==> src/rtl/core/dsps_pkg.sv <==
// Shared types and constants for the dual servo pulse generator with slew limit.
// Used by dsps_chan and dual_servo_pwm_slew_top; depends on nothing else.
`default_nettype none

package dsps_pkg;

    localparam int unsigned CountW  = 12;
    localparam int unsigned WidthW  = 9;
    localparam int unsigned AngleW  = 8;
    localparam int unsigned StepW   = 8;
    localparam int unsigned OffsetW = 8;
    localparam int unsigned CfgW    = 12;

    localparam logic [CountW-1:0]  RST_FRAME_TICKS = 12'd2000;
    localparam logic [OffsetW-1:0] RST_OFFSET      = 8'd60;
    localparam logic [WidthW-1:0]  RST_WIDTH       = 9'd60;
    localparam logic [StepW-1:0]   FRAMES_MAX      = 8'd255;

    localparam logic [1:0] OP_TICK       = 2'd0;
    localparam logic [1:0] OP_SET_BASE   = 2'd1;
    localparam logic [1:0] OP_SET_MAGNET = 2'd2;

    localparam logic REG_FRAME_TICKS  = 1'b0;
    localparam logic REG_ANGLE_OFFSET = 1'b1;

    typedef struct packed {
        logic [1:0]        op;
        logic [AngleW-1:0] angle;
        logic [StepW-1:0]  step_frames;
    } t_in_word;

    typedef struct packed {
        logic              base_pulse;
        logic              magnet_pulse;
        logic [WidthW-1:0] base_width;
        logic [WidthW-1:0] magnet_width;
        logic              base_moving;
        logic              magnet_moving;
        logic              frame_end;
    } t_out_word;

    typedef struct packed {
        logic              tick;
        logic              wrapped;
        logic [CountW:0]   count;
        logic              set;
        logic [WidthW-1:0] target;
        logic [StepW-1:0]  interval;
    } t_chan_cmd;

    typedef struct packed {
        logic              level;
        logic [WidthW-1:0] width;
        logic              moving;
    } t_chan_stat;

endpackage

`default_nettype wire

==> src/rtl/core/dsps_chan.sv <==
// One servo channel: width, target, step interval, frame count and held level.
// Depends on dsps_pkg for the command and status structs.
`default_nettype none

module dsps_chan
    import dsps_pkg::*;
(
    input  wire logic       i_clk,
    input  wire logic       i_rst_n,
    input  wire logic       i_adv,
    input  wire t_chan_cmd  i_cmd,
    output t_chan_stat      o_stat
);

    logic [WidthW-1:0] r_pw, n_pw;
    logic [WidthW-1:0] r_target, n_target;
    logic [StepW-1:0]  r_interval, n_interval;
    logic [StepW-1:0]  r_frames, n_frames;
    logic              r_level, n_level;
    logic [WidthW-1:0] stepped_pw;
    logic [StepW-1:0]  inc_frames;

    always_comb begin
        if (r_pw < r_target) begin
            stepped_pw = r_pw + 9'd1;
        end else if (r_pw > r_target) begin
            stepped_pw = r_pw - 9'd1;
        end else begin
            stepped_pw = r_pw;
        end
        inc_frames = (r_frames == FRAMES_MAX) ? FRAMES_MAX : r_frames + 8'd1;

        n_pw       = r_pw;
        n_target   = r_target;
        n_interval = r_interval;
        n_frames   = r_frames;
        n_level    = r_level;
        if (i_cmd.set) begin
            n_target   = i_cmd.target;
            n_interval = i_cmd.interval;
            n_frames   = '0;
        end else if (i_cmd.tick) begin
            n_level = (i_cmd.count < {4'd0, r_pw});
            if (r_interval == '0) begin
                n_pw = stepped_pw;
            end else if (i_cmd.wrapped) begin
                if (inc_frames >= r_interval) begin
                    n_pw     = stepped_pw;
                    n_frames = '0;
                end else begin
                    n_frames = inc_frames;
                end
            end
        end
    end

    assign o_stat.level  = n_level;
    assign o_stat.width  = n_pw;
    assign o_stat.moving = (n_pw != n_target);

    always_ff @(posedge i_clk) begin
        if (!i_rst_n) begin
            r_pw       <= RST_WIDTH;
            r_target   <= RST_WIDTH;
            r_interval <= '0;
            r_frames   <= '0;
            r_level    <= 1'b0;
        end else if (i_adv) begin
            r_pw       <= n_pw;
            r_target   <= n_target;
            r_interval <= n_interval;
            r_frames   <= n_frames;
            r_level    <= n_level;
        end
    end

endmodule

`default_nettype wire

==> src/rtl/core/dual_servo_pwm_slew_top.sv <==
// Top level of the two-channel servo pulse generator with slew-rate limit.
// An accepted word passes the input register and then the result register, which
// drives the output. Throughput is one word per cycle; the input register and the
// result register each hold one word, so the input stalls only when the result
// register is full and stalled. Synchronous active-low reset restores the register
// defaults, widths and targets of 60 ticks, a zero counter and cleared valid flags.
`default_nettype none

module dual_servo_pwm_slew_top
    import dsps_pkg::*;
(
    input  wire logic            i_clk,
    input  wire logic            i_rst_n,
    input  wire logic            i_cfg_we,
    input  wire logic            i_cfg_idx,
    input  wire logic [CfgW-1:0] i_cfg_data,
    input  wire logic            i_in_valid,
    output logic                 o_in_stall,
    input  wire t_in_word        i_in_word,
    output logic                 o_out_valid,
    input  wire logic            i_out_stall,
    output t_out_word            o_out_word
);

    logic [CountW-1:0]  r_frame_ticks;
    logic [OffsetW-1:0] r_angle_offset;
    logic [CountW-1:0]  r_tick_count, n_tick_count;
    logic               r_in_valid;
    t_in_word           r_in_word;
    logic               r_out_valid;
    t_out_word          r_out_word, n_out_word;

    logic               adv;
    logic [CountW:0]    count;
    logic               wrapped;
    logic               is_tick;
    logic               set_base;
    logic               set_magnet;
    logic [WidthW-1:0]  target;
    t_chan_cmd          base_cmd, magnet_cmd;
    t_chan_stat         base_stat, magnet_stat;

    assign adv        = r_in_valid && !(r_out_valid && i_out_stall);
    assign o_in_stall = r_in_valid && !adv;

    assign count   = {1'b0, r_tick_count} + 13'd1;
    assign wrapped = (count >= {1'b0, r_frame_ticks});
    assign target  = {1'b0, r_in_word.angle} + {1'b0, r_angle_offset};

    always_comb begin
        is_tick    = 1'b0;
        set_base   = 1'b0;
        set_magnet = 1'b0;
        unique case (r_in_word.op)
            OP_TICK:       is_tick    = 1'b1;
            OP_SET_BASE:   set_base   = 1'b1;
            OP_SET_MAGNET: set_magnet = 1'b1;
            default: begin
            end
        endcase
    end

    always_comb begin
        base_cmd.tick     = is_tick;
        base_cmd.wrapped  = wrapped;
        base_cmd.count    = count;
        base_cmd.set      = set_base;
        base_cmd.target   = target;
        base_cmd.interval = r_in_word.step_frames;
        magnet_cmd        = base_cmd;
        magnet_cmd.set    = set_magnet;
    end

    dsps_chan u_base (
        .i_clk   (i_clk),
        .i_rst_n (i_rst_n),
        .i_adv   (adv),
        .i_cmd   (base_cmd),
        .o_stat  (base_stat)
    );

    dsps_chan u_magnet (
        .i_clk   (i_clk),
        .i_rst_n (i_rst_n),
        .i_adv   (adv),
        .i_cmd   (magnet_cmd),
        .o_stat  (magnet_stat)
    );

    always_comb begin
        n_tick_count = r_tick_count;
        if (is_tick) begin
            n_tick_count = wrapped ? '0 : count[CountW-1:0];
        end
        n_out_word.base_pulse    = base_stat.level;
        n_out_word.magnet_pulse  = magnet_stat.level;
        n_out_word.base_width    = base_stat.width;
        n_out_word.magnet_width  = magnet_stat.width;
        n_out_word.base_moving   = base_stat.moving;
        n_out_word.magnet_moving = magnet_stat.moving;
        n_out_word.frame_end     = is_tick && wrapped;
    end

    always_ff @(posedge i_clk) begin
        if (!i_rst_n) begin
            r_frame_ticks  <= RST_FRAME_TICKS;
            r_angle_offset <= RST_OFFSET;
        end else if (i_cfg_we) begin
            unique case (i_cfg_idx)
                REG_FRAME_TICKS:  r_frame_ticks  <= i_cfg_data;
                REG_ANGLE_OFFSET: r_angle_offset <= i_cfg_data[OffsetW-1:0];
                default: begin
                end
            endcase
        end
    end

    always_ff @(posedge i_clk) begin
        if (!i_rst_n) begin
            r_in_valid <= 1'b0;
        end else if (!o_in_stall) begin
            r_in_valid <= i_in_valid;
        end
        if (!o_in_stall) begin
            r_in_word <= i_in_word;
        end
    end

    always_ff @(posedge i_clk) begin
        if (!i_rst_n) begin
            r_tick_count <= '0;
            r_out_valid  <= 1'b0;
        end else if (adv) begin
            r_tick_count <= n_tick_count;
            r_out_valid  <= 1'b1;
        end else if (!i_out_stall) begin
            r_out_valid  <= 1'b0;
        end
        if (adv) begin
            r_out_word <= n_out_word;
        end
    end

    assign o_out_valid = r_out_valid;
    assign o_out_word  = r_out_word;

`ifndef SYNTH
    a_wrap_clears: assert property (@(posedge i_clk) disable iff (!i_rst_n)
        (adv && is_tick && wrapped) |=> (r_tick_count == '0))
        else $error("tick counter not cleared after frame end");

    a_free_advances: assert property (@(posedge i_clk) disable iff (!i_rst_n)
        (r_in_valid && !r_out_valid) |=> o_out_valid)
        else $error("pending word did not reach the result register");

    a_set_no_frame_end: assert property (@(posedge i_clk) disable iff (!i_rst_n)
        (adv && !is_tick) |=> !o_out_word.frame_end)
        else $error("frame end reported for a word that is not a tick");
`endif

endmodule

`default_nettype wire
==> config.mk <==
export PLATFORM = sky130hd
export DESIGN_NAME = dual_servo_pwm_slew_top
export DESIGN_NICKNAME = d
export VERILOG_FILES = /design/src/rtl/core/dsps_pkg.sv /design/src/rtl/core/dsps_chan.sv /design/src/rtl/core/dual_servo_pwm_slew_top.sv
export SDC_FILE = /design/constraint.sdc
export NUM_CORES = 1
export LEC_CHECK = 0
export BUFFER_PORTS_ARGS = -buffer_cell sky130_fd_sc_hd__buf_4
export CAP_MARGIN = 10
export CORE_ASPECT_RATIO = 1.1
export CORE_MARGIN = 2
export CORE_UTILIZATION = 50
export DETAILED_ROUTE_END_ITERATION = 8
export HOLD_SLACK_MARGIN = 0.05
export PLACE_DENSITY = 0.68
export SYNTH_ARGS = -nofsm -noshare
export SYNTH_HDL_FRONTEND = slang
export SYNTH_SLANG_ARGS = --single-unit
==> constraint.sdc <==
create_clock -name i_clk -period 12.6 [get_ports i_clk]
set_input_delay 0.63 -clock i_clk [delete_from_list [all_inputs] [get_ports i_clk]]
set_output_delay 0.63 -clock i_clk [all_outputs]
set_load 0.02 [all_outputs]
# Word-level counts from Yosys, hierarchy flattened
# Cells that the tools add are included.
[op_classes]
magnitude_cmp = 9
n_reduce_logical = 20
n_mux = 38
n_addsub = 8
n_bitwise = 1
eq_ne = 9
[ops]
columns = ["operator", "count"]
rows = [
  ["two-way mux 9 bit", 16],
  ["two-way mux 8 bit", 12],
  ["less-than comparator 13 x 9 -> 1 bit", 2],
  ["adder 9 x 1 -> 9 bit, second input constant", 2],
  ["> comparator 9 bit", 2],
  ["less-than comparator 9 bit", 2],
  ["!= test 9 bit", 2],
  ["subtractor 9 x 1 -> 9 bit, second input constant", 2],
  ["adder 8 x 1 -> 8 bit, second input constant", 2],
  ["== test 8 bit, second input constant", 2],
  ["greater-or-equal comparator 8 bit", 2],
  ["zero test 8 bit", 2],
  ["adder 12 x 1 -> 13 bit, second input constant", 1],
  ["greater-or-equal comparator 13 x 12 -> 1 bit", 1],
  ["two-way mux 12 bit", 1],
  ["AND reduction 2 bit", 5],
  ["adder 8 x 8 -> 9 bit", 1],
  ["two-way mux 1 bit", 9],
  ["AND reduction 4 bit", 2],
  ["nonzero test 2 bit", 4],
  ["logical AND 1 bit", 4],
  ["!= test 2 bit, second input constant", 2],
  ["== test 2 x 1 -> 1 bit, second input constant", 1],
  ["== test 2 bit, second input constant", 1],
  ["4 further kinds", 5],
]
[word_totals]
reg_bits = 145
output_inout_bits = 25
in_bits = 36
word_cells = 110

# Longest topological paths before layout
[depth]
depth_word = 9
mapped_depth = 19
mapped_depth_nobuf = 18

# By module
# From an unflattened synthesis, not the netlist that was laid out.
[unflattened]
hier_cells = 1011
hier_area_um2 = 9076.2
[by_module_without_submodules]
columns = ["mod", "area_per_inst_um2", "instances", "seq_area_each_um2", "cells_each"]
rows = [
  ["dual_servo_pwm_slew_top", 3328.2, 1, 1911.8, 300],
  ["dsps_chan at u_base", 2952.8, 1, 700.7, 370],
  ["dsps_chan at u_magnet", 2795.2, 1, 700.7, 341],
]

# Least setup slack after synthesis
# Ideal clock, no wire load.
[synth_timing]
path_kind = "reg-to-reg"
startpoint = "register r_tick_count[2]"
endpoint = "register r_out_word (netlist bit o_out_word[1]), data pin"
stages_incl_launch_ff = 19
path_buffers = 1
setup_ns = 0.272
arrival_time_ns = 4.104
period_less_slack_ns = 4.375
t_required_ns = 12.328
path_slack_ns = 8.225
cell_sequence = "dfxtp_1 nand3_1 nor2_1 and3_1 and3_1 clkbuf_1 nand3_1 xnor2_1 ha_1 nand3_1 nor3_1 o31ai_4 o2111ai_2 a21boi_4 a211o_1 xnor2_1 xor2_1 a2111o_1 or4_1"
[synth_lines]
columns = ["item", "line", "source"]
rows = [
  ["from (decl)", "dual_servo_pwm_slew_top.sv:27", "logic [CountW-1:0] r_tick_count, n_tick_count;"],
  ["from (signal assigned)", "dual_servo_pwm_slew_top.sv:134", "r_tick_count <= n_tick_count;"],
  ["to (signal assigned)", "dual_servo_pwm_slew_top.sv:140", "r_out_word <= n_out_word;"],
  ["to (decl)", "dual_servo_pwm_slew_top.sv:31", "t_out_word r_out_word, n_out_word;"],
]

==> report_table.html <==
<table>
<tr><th>Metric</th><th>Value</th></tr>
<tr><th colspan="2">Hold path</th></tr>
<tr><td>Worst min-delay path class</td><td>in -&gt; reg</td></tr>
<tr><td>Worst hold path endpoint</td><td>r_in_word[12]</td></tr>
<tr><td>Hold path depth</td><td>1</td></tr>
<tr><td>Startpoint of the lowest-slack hold path</td><td>i_in_word[12]</td></tr>
<tr><th colspan="2">Route</th></tr>
<tr><td>Post-detailed-route DRC marker count</td><td>0</td></tr>
<tr><td>WL/cell</td><td>16.4 um</td></tr>
<tr><td>Number of DRC markers after the initial detailed-route iteration</td><td>614</td></tr>
<tr><td>Detailed Route WL</td><td>22100 um</td></tr>
<tr><td>TritonRoute pass-1 iters</td><td>5</td></tr>
<tr><td>Antenna-violating nets left</td><td>0</td></tr>
<tr><td>DR vias</td><td>7578</td></tr>
<tr><td>Vias per cell</td><td>5.62</td></tr>
<tr><th colspan="2">Final layout</th></tr>
<tr><td>Count of non-filler cells in the finished layout</td><td>1348</td></tr>
<tr><td>Number of antenna cells inserted</td><td>0</td></tr>
<tr><td>Area used by multi-input combinational logic</td><td>5340 um2</td></tr>
<tr><td>Filler cells</td><td>1597</td></tr>
<tr><td>Fraction of layout cells with a size suffix above 1</td><td>0.116</td></tr>
<tr><td>Most common cell after layout, fill and taps aside</td><td>sky130_fd_sc_hd__nand2_1</td></tr>
<tr><td>Commonest cells after routing, fill and taps aside</td><td>170 x sky130_fd_sc_hd__nand2_1, 104 x sky130_fd_sc_hd__dfxtp_1, 77 x sky130_fd_sc_hd__ha_1</td></tr>
<tr><td>Number of nets in the layout</td><td>1212</td></tr>
<tr><td>Sequential cell area in the final layout</td><td>3310 um2</td></tr>
<tr><td>Area Growth Syn to Fin</td><td>12.7%</td></tr>
<tr><th colspan="2">Synthesis</th></tr>
<tr><td>Multiplexer share of the synthesized area</td><td>0.0122</td></tr>
<tr><td>Async set-reset flop share out of synthesis</td><td>0</td></tr>
<tr><td>Number of warnings printed during yosys synthesis</td><td>0</td></tr>
<tr><td>Synthesized netlist net count</td><td>1173</td></tr>
<tr><td>Post-Synth Simple-Gate Area</td><td>0.222</td></tr>
<tr><td>Proportion of netlist area held by the largest area contributor</td><td>0.228</td></tr>
<tr><td>Combinational family with the most area after synthesis</td><td>simple AND/OR/NAND/NOR gates</td></tr>
<tr><td>Compound-cell area share of the yosys netlist</td><td>0.180</td></tr>
<tr><td>Seq/Total Area, Yosys</td><td>0.363</td></tr>
<tr><td>Synthesized area</td><td>9140 um2</td></tr>
<tr><td>Number of standard cells after synthesis</td><td>1059</td></tr>
<tr><td>Leading cell types by total area after synthesis</td><td>sky130_fd_sc_hd__dfxtp_1 23%, sky130_fd_sc_hd__edfxtp_1 13%, sky130_fd_sc_hd__ha_1 11%, sky130_fd_sc_hd__nand2_1 7.0%, sky130_fd_sc_hd__xnor2_1 4.3%</td></tr>
<tr><td>Yosys reg bits</td><td>145</td></tr>
<tr><td>Cell variety after synth</td><td>87</td></tr>
<tr><td>Number of enable-type register cells in the synthesized netlist</td><td>41</td></tr>
<tr><td>Post-synthesis adder-cell area fraction</td><td>0.108</td></tr>
<tr><td>Synthesized area per cell</td><td>8.63 um2</td></tr>
<tr><td>Dominant register cell in the synthesized netlist</td><td>sky130_fd_sc_hd__dfxtp_1</td></tr>
<tr><td>Largest area contributor in the netlist</td><td>sky130_fd_sc_hd__dfxtp_1</td></tr>
<tr><td>XOR/XNOR share of the synthesized area</td><td>0.0622</td></tr>
<tr><th colspan="2">Timing</th></tr>
<tr><td>Total Neg Setup Slack</td><td>0 ps</td></tr>
<tr><td>Maximum achievable frequency</td><td>199 MHz</td></tr>
<tr><td>Worst Hold Slack</td><td>384 ps</td></tr>
<tr><td>Relative max-transition margin</td><td>0.225</td></tr>
<tr><td>RSZ-0062 raised after global routing</td><td>no</td></tr>
<tr><td>Endpoints failing hold</td><td>0</td></tr>
<tr><td>Final period utilization</td><td>0.400</td></tr>
<tr><td>Pins over their slew limit</td><td>0</td></tr>
<tr><td>Final Setup Violations</td><td>0</td></tr>
<tr><td>Worst path setup slack after routing</td><td>7570 ps</td></tr>
<tr><td>Final worst path period need</td><td>5030 ps</td></tr>
<tr><td>Transition time of the tightest slew-check pin</td><td>1160 ps</td></tr>
<tr><td>Clock Skews</td><td>7.36 ps</td></tr>
<tr><th colspan="2">Setup path</th></tr>
<tr><td>CP Max Fanout</td><td>14</td></tr>
<tr><td>Worst R2R Setup Slack</td><td>7570 ps</td></tr>
<tr><td>Endpoint class of the critical path</td><td>flip-flop</td></tr>
<tr><td>Startpoint of the lowest-slack register-to-register path</td><td>r_tick_count[0]</td></tr>
<tr><td>Cell class contributing the biggest share of worst-path delay</td><td>simple AND/OR/NAND/NOR gates</td></tr>
<tr><td>Crit path cell chain</td><td>nand3_1 &gt; nor2_1 &gt; and3_1 &gt; and3_1 &gt; nand3_1 &gt; xnor2_1 &gt; ha_1 &gt; nand3_1 &gt; nor3_1 &gt; o31ai_4 &gt; o2111ai_2 &gt; a21boi_4 &gt; a211o_1 &gt; xnor2_1 &gt; xor2_1 &gt; a2111o_1 &gt; or4_1</td></tr>
<tr><td>Crit path buf inv count</td><td>0</td></tr>
<tr><td>Required time reported for the critical path endpoint</td><td>12760 ps</td></tr>
<tr><td>Arrival time reported for the critical path endpoint</td><td>5190 ps</td></tr>
<tr><td>Cell mode on critical path</td><td>sky130_fd_sc_hd__nand3_1</td></tr>
<tr><td>Critical register-to-register path endpoint</td><td>o_out_word[1]</td></tr>
<tr><td>Critical path's largest stage delay</td><td>510 ps</td></tr>
<tr><td>R2r worst-path depth</td><td>17</td></tr>
<tr><td>Worst-path cell with the longest stage delay</td><td>sky130_fd_sc_hd__or4_1</td></tr>
<tr><td>Worst Path Class, Setup</td><td>reg -&gt; reg</td></tr>
<tr><td>Type of element launching the critical path</td><td>flip-flop</td></tr>
<tr><th colspan="2">Run status</th></tr>
<tr><td>Outcome</td><td>complete, no violations</td></tr>
<tr><th colspan="2">Clock network</th></tr>
<tr><td>Clock Tree Root</td><td>sky130_fd_sc_hd__clkbuf_16</td></tr>
<tr><td>Number of hold buffers added after CTS</td><td>0</td></tr>
<tr><td>Number of H-tree levels</td><td>4</td></tr>
<tr><td>Post-CTS Resized</td><td>0</td></tr>
<tr><td>CTS tree</td><td>built</td></tr>
<tr><td>Skew-Pair Late Insertion Delay</td><td>420 ps</td></tr>
<tr><td>Number of CTS-inserted buffers</td><td>17</td></tr>
<tr><td># Post-CTS Setup Buffers</td><td>0</td></tr>
<tr><td>Clk slew on worst S/H paths</td><td>60 ps</td></tr>
<tr><td>Sink Count</td><td>145</td></tr>
<tr><td>Bufs on Longest Clock Path</td><td>2</td></tr>
<tr><th colspan="2">GRT</th></tr>
<tr><td>Initial antenna violation count</td><td>0</td></tr>
<tr><td>Global routing usage summed across all routing layers</td><td>0.234</td></tr>
<tr><td>Maximum number of pins on one net before global-route repair</td><td>105</td></tr>
<tr><td>Wire length of the first global-routing pass</td><td>36400 um</td></tr>
<tr><td>Total overflow reported by the global router</td><td>0</td></tr>
<tr><td>Vias in the first global route</td><td>7059</td></tr>
<tr><th colspan="2">Floorplan</th></tr>
<tr><td>Y dimension of the die</td><td>146 um</td></tr>
<tr><td>Horizontal die dimension</td><td>133 um</td></tr>
<tr><td>Die footprint</td><td>19400 um2</td></tr>
<tr><td>Top-Level Pins</td><td>61</td></tr>
<tr><td>Number of core rows</td><td>51</td></tr>
<tr><td>Core area</td><td>17800 um2</td></tr>
<tr><td>Initial cell density of the core</td><td>0.513</td></tr>
<tr><th colspan="2">Placement</th></tr>
<tr><td>Estimated wirelength of the detail-placed design</td><td>16200 um</td></tr>
<tr><td>Number of port buffers</td><td>60</td></tr>
<tr><td>Dpl ws</td><td>7590 ps</td></tr>
<tr><td>Number of placed cells counting well taps</td><td>1317</td></tr>
<tr><td>Final weighted congestion in routability-driven placement</td><td>0.937</td></tr>
<tr><th colspan="2">Power and ir drop</th></tr>
<tr><td>VDD IR-drop max</td><td>85.4 uV</td></tr>
<tr><td>Net switching share of the total power</td><td>0.262</td></tr>
<tr><td>Design Power</td><td>1.20 mW</td></tr>
<tr><td>Switching component of the power</td><td>0.314 mW</td></tr>
<tr><td>Combinational group share of total power</td><td>0.148</td></tr>
<tr><td>Areal power density over the cells</td><td>116 nW/um2</td></tr>
<tr><td>Power share of the sequential group</td><td>0.424</td></tr>
<tr><td>Internal cell power</td><td>0.883 mW</td></tr>
<tr><td>Leakage</td><td>4.32 nW</td></tr>
<tr><td>Clock power frac</td><td>0.428</td></tr>
<tr><th colspan="2">Job</th></tr>
<tr><td>Max-cap check violation count</td><td>0</td></tr>
</table>
==> cell usage after synthesis (7+ instances only) <==
cell type / n
sky130_fd_sc_hd__inv_1: 70
sky130_fd_sc_hd__nor4_1: 8
sky130_fd_sc_hd__and3_1: 13
sky130_fd_sc_hd__xnor2_1: 45
sky130_fd_sc_hd__or3_1: 9
sky130_fd_sc_hd__a21boi_0: 42
sky130_fd_sc_hd__nand2b_1: 12
sky130_fd_sc_hd__dfxtp_1: 104
sky130_fd_sc_hd__o21ai_0: 44
sky130_fd_sc_hd__a21oi_1: 58
sky130_fd_sc_hd__and2_1: 21
sky130_fd_sc_hd__edfxtp_1: 41
sky130_fd_sc_hd__xor2_1: 11
sky130_fd_sc_hd__nand2_1: 170
sky130_fd_sc_hd__mux2i_1: 10
sky130_fd_sc_hd__or4_1: 7
sky130_fd_sc_hd__nand3_1: 41
sky130_fd_sc_hd__nor3b_1: 9
sky130_fd_sc_hd__clkbuf_1: 38
sky130_fd_sc_hd__nor2b_1: 24
sky130_fd_sc_hd__nor2_1: 59
sky130_fd_sc_hd__ha_1: 77
sky130_fd_sc_hd__nand4_1: 7
sky130_fd_sc_hd__o211ai_1: 16
sky130_fd_sc_hd__nor3_1: 21
==> stage by stage <==
step,cell area [um2],util
final,10300,0.579
after global placement,9700,0.545
after detailed placement,9700,0.545
after CTS,10300,0.579
after floorplan,9140,-
after global routing,10300,0.579
==> state kept, by name (all words and copies together) (netlist names), 8 cells and up <==
| register | flops |
|---|---|
| o_out_word | 23 |
| r_frame_ticks | 12 |
| r_tick_count | 12 |
| r_in_word | 10 |
| u_base.r_pw | 9 |
| u_base.r_target | 9 |
| u_magnet.r_pw | 9 |
| u_magnet.r_target | 9 |
| base_cmd | 8 |
| r_angle_offset | 8 |
| u_base.r_frames | 8 |
| u_base.r_interval | 8 |
| u_magnet.r_frames | 8 |
| u_magnet.r_interval | 8 |
==> per-layer routing <==
metal / GRT usage / vias to the layer above / part of all wire
li1: - / 3773 / -
met3: 0.0397 / 34 / 0.048
met4: 0.0656 / 0 / 0.020
met1: 0.323 / 3568 / 0.47
met5: 0 / - / 0
met2: 0.379 / 203 / 0.46
==> worst max path at each step <==
stage                          startpoint            end  slack (ps)  cells past startpoint
after floorplan           r_tick_count[2]  o_out_word[1]        8220                     18
after global placement    r_tick_count[0]  o_out_word[1]        7750                     17
after detailed placement  r_tick_count[0]  o_out_word[1]        7590                     17
after CTS                 r_tick_count[0]  o_out_word[1]        7590                     17
after global routing      r_tick_count[0]  o_out_word[1]        7230                     17
final                     r_tick_count[0]  o_out_word[1]        7570                     17
==> final cells by class <==
cell class	instances	area share
timing repair buffer	64	0.0466
inverter	71	0.0259
tap	238	0.0289
sequential	145	0.322
multi-input combinational	799	0.519
clock buffer	23	0.0485
clock inverter	8	0.00972
==> power groups by stage <==
stage | Sequential (mW) | Clock (mW) | Combinational, mW
6_report | 0.507 | 0.512 | 0.178
5_1_grt | 0.508 | 0.541 | 0.194
4_1_cts | 0.507 | 0.521 | 0.177
3_5_place_dp | 0.517 | 0 | 0.175
3_3_place_gp | 0.516 | 0 | 0.175
2_1_floorplan | 0.516 | 0 | 0.125
==> cells by family (layout without fill, tap and decap cells) <==
family / after synthesis / in the layout
and+or+nand+nor: 418 / 418
AOI/OAI and AO/OA: 232 / 232
DFF: 145 / 145
buffers and inverters: 115 / 166
adders and majority gates: 78 / 78
xor gates and xnor gates: 60 / 60
muxes: 11 / 11
No activity file was read; power rests on OpenSTA's default activity.
